`config.mk`:
```
export PLATFORM = sky130hd
export DESIGN_NAME = bcd_cell_update
export DESIGN_NICKNAME = d
export VERILOG_FILES = /design/src/rtl/bcd_pkg.sv /design/src/rtl/bcd_cell_update.sv
export SDC_FILE = /design/constraint.sdc
export NUM_CORES = 2
export LEC_CHECK = 0
export BUFFER_PORTS_ARGS = -buffer_cell sky130_fd_sc_hd__buf_2
export CAP_MARGIN = 15
export CORE_ASPECT_RATIO = 2
export CORE_UTILIZATION = 50
export CTS_BUF_LIST = sky130_fd_sc_hd__clkbuf_4
export CTS_CLUSTER_SIZE = 20
export DETAILED_ROUTE_END_ITERATION = 10
export GPL_ROUTABILITY_DRIVEN = 0
export PLACE_DENSITY_LB_ADDON = 0.1
export SLEW_MARGIN = 5
export SYNTH_ARGS = -nofsm -noshare
export SYNTH_HDL_FRONTEND = slang
export SYNTH_SLANG_ARGS = --single-unit
```
`constraint.sdc`:
```
create_clock -name clk_i -period 23.8 [get_ports clk_i]
set_input_delay 7.14 -clock clk_i [delete_from_list [all_inputs] [get_ports clk_i]]
set_output_delay 7.14 -clock clk_i [all_outputs]
set_load 0.01 [all_outputs]
```
`src/rtl/bcd_pkg.sv`:
```
`timescale 1ns / 1ps

package bcd_pkg;

  // Q16.16 data path widths
  localparam int unsigned DATA_W = 32;
  localparam int unsigned FRAC_W = 16;
  localparam int unsigned WGT_W  = 17;  // area weight, 0x10000 is 1.0
  localparam int unsigned DENS_W = 48;  // scaled current density

  localparam logic [WGT_W-1:0] WGT_ONE = 17'h10000;

  // configuration register indexes
  localparam int unsigned CFG_IDX_W = 3;
  localparam logic [CFG_IDX_W-1:0] REG_X_ORIGIN      = 3'd0;
  localparam logic [CFG_IDX_W-1:0] REG_Z_ORIGIN      = 3'd1;
  localparam logic [CFG_IDX_W-1:0] REG_X_SCALE       = 3'd2;
  localparam logic [CFG_IDX_W-1:0] REG_Z_SCALE       = 3'd3;
  localparam logic [CFG_IDX_W-1:0] REG_DENSITY_SCALE = 3'd4;
  localparam logic [CFG_IDX_W-1:0] REG_MIRROR_ENABLE = 3'd5;

  // request kinds
  localparam logic KIND_DEPOSIT = 1'b0;
  localparam logic KIND_READ    = 1'b1;

  // one cell update issued to the update pipeline
  typedef struct packed {
    logic             valid;
    logic [1:0]       slot;   // bit 0: column +1, bit 1: row +1
    logic [WGT_W-1:0] wx;
    logic [WGT_W-1:0] wz;
  } cell_req_t;

  // one finished cell write from the update pipeline
  typedef struct packed {
    logic              valid;
    logic [1:0]        slot;
    logic [DATA_W-1:0] value;
  } cell_wr_t;

endpackage

```
`src/rtl/bcd_cell_update.sv`:
```
`timescale 1ns / 1ps

module bcd_cell_update #(
  parameter int unsigned ADDR_W = 13
) (
  input  logic                              clk_i,
  input  logic                              rst_ni,
  input  logic signed [bcd_pkg::DENS_W-1:0] dens_i,
  input  bcd_pkg::cell_req_t                req_i,
  input  logic [ADDR_W-1:0]                 req_addr_i,
  output logic                              rd_en_o,
  output logic [ADDR_W-1:0]                 rd_addr_o,
  input  logic [bcd_pkg::DATA_W-1:0]        rd_data_i,
  output bcd_pkg::cell_wr_t                 wr_o,
  output logic [ADDR_W-1:0]                 wr_addr_o,
  output logic                              busy_o
);

  localparam int unsigned PROD_W = bcd_pkg::DENS_W + bcd_pkg::WGT_W + 1;
  localparam int unsigned SUM_W  = bcd_pkg::DENS_W + 1;

  logic                              s1_valid_q;
  logic [1:0]                        s1_slot_q;
  logic [ADDR_W-1:0]                 s1_addr_q;
  logic [bcd_pkg::WGT_W-1:0]         s1_wz_q;
  logic signed [bcd_pkg::DENS_W-1:0] s1_t_q;

  logic                              s2_valid_q;
  logic [1:0]                        s2_slot_q;
  logic [ADDR_W-1:0]                 s2_addr_q;
  logic signed [bcd_pkg::DENS_W-1:0] s2_u_q;

  logic signed [PROD_W-1:0] t_prod;
  logic signed [PROD_W-1:0] u_prod;
  logic signed [SUM_W-1:0]  sum;
  logic [bcd_pkg::DATA_W-1:0] sat;

  // stage 1: density times x weight, floor by dropping the low bits
  assign t_prod = dens_i * $signed({1'b0, req_i.wx});
  // stage 2: times z weight; the cell read goes out in parallel
  assign u_prod = s1_t_q * $signed({1'b0, s1_wz_q});

  always_ff @(posedge clk_i or negedge rst_ni) begin
    if (!rst_ni) begin
      s1_valid_q <= 1'b0;
      s2_valid_q <= 1'b0;
    end else begin
      s1_valid_q <= req_i.valid;
      s2_valid_q <= s1_valid_q;
    end
  end

  always_ff @(posedge clk_i) begin
    s1_slot_q <= req_i.slot;
    s1_addr_q <= req_addr_i;
    s1_wz_q   <= req_i.wz;
    s1_t_q    <= t_prod[bcd_pkg::FRAC_W +: bcd_pkg::DENS_W];
    s2_slot_q <= s1_slot_q;
    s2_addr_q <= s1_addr_q;
    s2_u_q    <= u_prod[bcd_pkg::FRAC_W +: bcd_pkg::DENS_W];
  end

  assign rd_en_o   = s1_valid_q;
  assign rd_addr_o = s1_addr_q;

  // stage 3: add to the old cell and saturate to 32 bits
  assign sum = SUM_W'(s2_u_q) + SUM_W'($signed(rd_data_i));

  always_comb begin
    if ((&sum[SUM_W-1:bcd_pkg::DATA_W-1]) || !(|sum[SUM_W-1:bcd_pkg::DATA_W-1])) begin
      sat = sum[bcd_pkg::DATA_W-1:0];
    end else if (sum[SUM_W-1]) begin
      sat = {1'b1, {(bcd_pkg::DATA_W-1){1'b0}}};
    end else begin
      sat = {1'b0, {(bcd_pkg::DATA_W-1){1'b1}}};
    end
  end

  assign wr_o.valid = s2_valid_q;
  assign wr_o.slot  = s2_slot_q;
  assign wr_o.value = sat;
  assign wr_addr_o  = s2_addr_q;
  assign busy_o     = s1_valid_q || s2_valid_q;

endmodule

```
---- Word-level counts from Yosys, hierarchy flattened ----
Cells that the tools add are included.
cells by class
  add/subtract/negate cells ............... 1
  $mul .................................... 2
  mux-type cells .......................... 2
  reductions and logical operators ........ 5
operators by type and width
  cell                          number
  multiplier 48 x 18 -> 64 bit  2
  2-to-1 mux 32 bit             2
  adder 48 x 32 -> 49 bit       1
  AND reduction 18 bit          1
  OR reduction 18 bit           1
  logical OR 1 bit              2
  logical NOT 1 bit             1
word-level totals
  register bits after elaboration ......... 145
  word-level logic and storage cells ...... 19

---- Longest topological paths before layout ----
  word-level depth ........................ 5
  mapped depth ............................ 27

---- Worst setup path after synthesis ----
Ideal clock, no wire load.
  kind .................................... in2out
  start ................................... input port rd_data_i[0] (netlist bit)
  end ..................................... output port wr_o[10] (netlist bit)
  data arrival time ....................... 10.290 ns
  required time ........................... 16.660 ns
  path slack .............................. 6.370 ns
  stages on the path ...................... 14
  path buffers ............................ 1
  cells stage by stage .................... ha_1 inv_1 fa_1 nand2b_1 a21o_1 a211o_1 o2bb2ai_1 o211ai_1 xor2_1 or4bb_1 nor4b_2 a31oi_2 buf_6 mux2i_1
RTL lines
  element      line                   text
  from (decl)  bcd_cell_update.sv:13  input logic [bcd_pkg::DATA_W-1:0] rd_data_i,
  to (decl)    bcd_cell_update.sv:14  output bcd_pkg::cell_wr_t wr_o,

==> summary.md <==
Status
* result of the run: finished, final reports clean

STA
* maximum clock rate: 0.0539 GHz
* Worst-Margin Slew: 1070 ps
* number of slew-limit violations in the final report: 0
* worst slew margin relative to its limit: 28.6%
* Post-Route Setup TNS: 0 ps
* period utilisation layout: 78.0%
* RSZ-0062 raised after global routing: false
* Final Hold Violating Endpoints: 0
* setup-violating endpoint count in the final report: 0
* worst clock skew on the final layout: 79.1 ps
* post-layout minimum cycle time: 18560 ps

Setup path
* category of the worst setup path launch point: input pin
* cell-by-cell listing of the critical path: buf_2, ha_1, inv_1, fa_1, nand2b_1, a21o_1, a211o_1, o2bb2ai_1, o211a_1, a31oi_1, xnor2_1, nor4b_1, a31oi_4, buf_4, mux2i_1, buf_2
* most used cell along the critical path: buf_2
* type of element capturing the critical path: output pin
* largest fanout on the critical path: 31
* cell with the biggest individual delay on the critical path: nor4b_1
* count of buffer and inverter cells on the critical path: 4
* start of the worst register-to-register path: s1_t_q[8]
* CP Data Required Time: 16660 ps
* crit-path leading delay family: compound AO/OA/AOI/OAI gates
* Critical path origin: rd_data_i[0]
* highest cell delay on the worst timing path: 710 ps
* type of the worst setup path: input pin to output pin
* arrival time reported for the critical path endpoint: 11420 ps

Clocking
* buffer depth of the longest clock path: 2
* insertion delay of the later-clocked pin in the worst-skew pair: 890 ps
* number of levels in the clock H-tree: 4
* cts-stage hold buffer count: 0
* count of instances resized after the clock tree is built: 0
* TritonCTS sink count: 145
* CTS clk-pin slew, worst paths: 220 ps
* clock buffers created by TritonCTS: 17
* TritonCTS clock tree: built
* clock root buffer master: clkbuf_4
* post-CTS setup buffers: 0

Synth
* share of synthesized registers carrying an async set or reset: 1.38%
* library cell with the highest instance count after synthesis: inv_1
* average instance area after synthesis: 8.97 µm²
* cell type contributing the most total cell area after synthesis: fa_1
* commonest cells in the netlist: inv_1, fa_1, nand2_1
* ys flop type: dfxtp_1
* top cell type's share of synthesized area: 51.0%
* Seq/Total Area, Yosys: 4.96%
* net count of the mapped netlist: 8510
* flops & latches, synth: 145
* yosys warns: 0
* count of unique library cells instantiated by Yosys: 80
* Post-synth EDFFs: 0
* leading post-synthesis cells by cell area: fa_1, inv_1, and2_1
* cells after synthesis: 6551
* mapped cell area: 58700 µm²

Global routing
* number of global-route vias before repair: 49.8k
* pin count of the biggest net entering global routing: 50
* GRT Residual Overflow: 0
* overall track demand over capacity in global routing: 30.2%
* global-route wire length before repair: 270000 µm
* antenna violations before repair: 13

Floorplanning
* Floorplan Core Area: 116000 µm²
* I/O pins: 195
* area enclosed by the die boundary: 119000 µm²
* overall die height: 487 µm
* Core Rows: 177
* Die Width: 244 µm
* initial cell density of the core: 50.4%

Route
* Detailed Route Iter0 Violations: 1658
* length of the first detailed-routing pass in iterations: 7
* average detailed-routed wire length per instance: 21.2 µm
* Antenna Violating Nets Remaining: 0
* Vias/cell: 5.41
* # DRC: 0
* total routed wirelength: 170000 µm
* vias: 43.5k

Cells and area
* number of fill cells: 11.2k
* final design area excluding fillers: 61100 µm²
* fraction of final layout cells with drive strength greater than 1: 4.53%
* non-filler cells, final: 8047
* Final nets: 8463
* P&R area growth vs syn: 4.05%
* sequential cell area: 2920 µm²
* multi-input gate area in the final layout: 48400 µm²

Placement
* DP Cell Count: 8006
* count of port buffers added during placement: 194
* area post-placement: 60800 µm²
* half-perimeter wire length after detailed placement: 133000 µm

Run
* number of max-cap violations: 0

Worst hold path
* Worst Hold Class: flip-flop to flip-flop
* Min-Delay Startpoint: s1_slot_q[0]

layer usage:
layer  vias to the layer above  share of wire, %  GRT usage [%]
li1                      18800                 -              -
met1                     22700                33           30.4
met2                      1386                56           58.5
met3                       589               4.3           3.10
met4                        14               6.6           18.5
met5                         -             0.057              0
state kept, by name, indices dropped and copies added, names as in the netlist:
signal and count:
wr_addr_o 13, s1_wz_q 17, s2_u_q 48, s1_slot_q 2, rd_en_o 1, s1_t_q 48
s2_slot_q 2, rd_addr_o 13, s2_valid_q 1
final cells by class:
class | instances | area share (%)
Antenna cell | 9 | 0.0369
Clock buffer | 17 | 0.209
Clock inverter | 15 | 0.301
Inverter | 1655 | 10.2
Multi-Input combinational cell | 4446 | 79.3
Sequential cell | 145 | 4.78
Tap cell | 1521 | 3.11
Timing Repair Buffer | 239 | 2.14
cell usage in the layout (no fill, tap or decap), drive strengths merged, types with 6 or more instances in the layout:
master and instances:
nor2b 14, nor2 91, xnor2 94, a21oi 147
and2 758, clkinv 8, o21a 16, o221ai 7
a21o 75, ha 332, nand4 30, a21boi 7
o31a 6, a211oi 14, o21ai 75, o21bai 12
fa 1495, o211ai 12, nand3 41, inv 1662
and3 15, nand2 970, a211o 8, nor3 25
a31oi 13, nand2b 12, xor2 61, diode 9
buf 239, mux2i 35, and4 6, clkbuf 17
dfxtp 143
per-stage QoR:
step / hold WS [ps] / utilization [%] / setup WS (ps)
2_1_floorplan: 310 / - / 6370
3_3_place_gp: 313 / 52.2 / 5360
3_5_place_dp: 313 / 52.2 / 5280
4_1_cts: 351 / 52.4 / 5280
5_1_grt: 335 / 52.5 / 4900
6_report: 349 / 52.5 / 5240
cell families after synthesis:
logic type | count (synthesis) | share of synthesized area, %
flip-flops | 145 | 4.96
adder cells (fa/ha/maj) | 1827 | 58.0
XOR/XNOR | 155 | 2.31
AND/OR/NAND/NOR | 1988 | 16.6
multiplexers | 36 | 0.616
AO/OA/AOI/OAI | 440 | 4.85
buffers and inverters | 1960 | 12.6
worst register-to-register path, stage by stage (launching register included):
cell and delay [ps]:
dfxtp_1 1000, nand2_1 200, fa_1 570, inv_1 50, fa_1 500, fa_1 600, fa_1 460, fa_1 500
inv_1 50, fa_1 470, inv_1 40, ha_1 380, o2111ai_1 140, o311ai_1 570, a21oi_1 310, o31ai_1 310
buf_4 220, nand3_1 90, a31oi_1 460, o221ai_1 260, nor2b_1 190, xnor2_1 210
path summary, 6_finish.rpt:
| kind | endpoint | depth (start not counted) | slack (ps) |
|---|---|---|---|
| setup / recovery | wr_o[4] | 16 | 5240 |
| hold / removal | s2_slot_q[0] | 0 | 350 |
| setup reg to reg | s2_u_q[47] | 21 | 16170 |
| hold reg to reg | s2_slot_q[0] | 0 | 350 |
| max in group asynchronous | rd_en_o | 1 | 17730 |
| min in group asynchronous | s2_valid_q | 1 | 5980 |
Power is left out: the tool's default activity adds up to more than one toggle a clock period on the data nets, which glitch-free logic cannot reach.
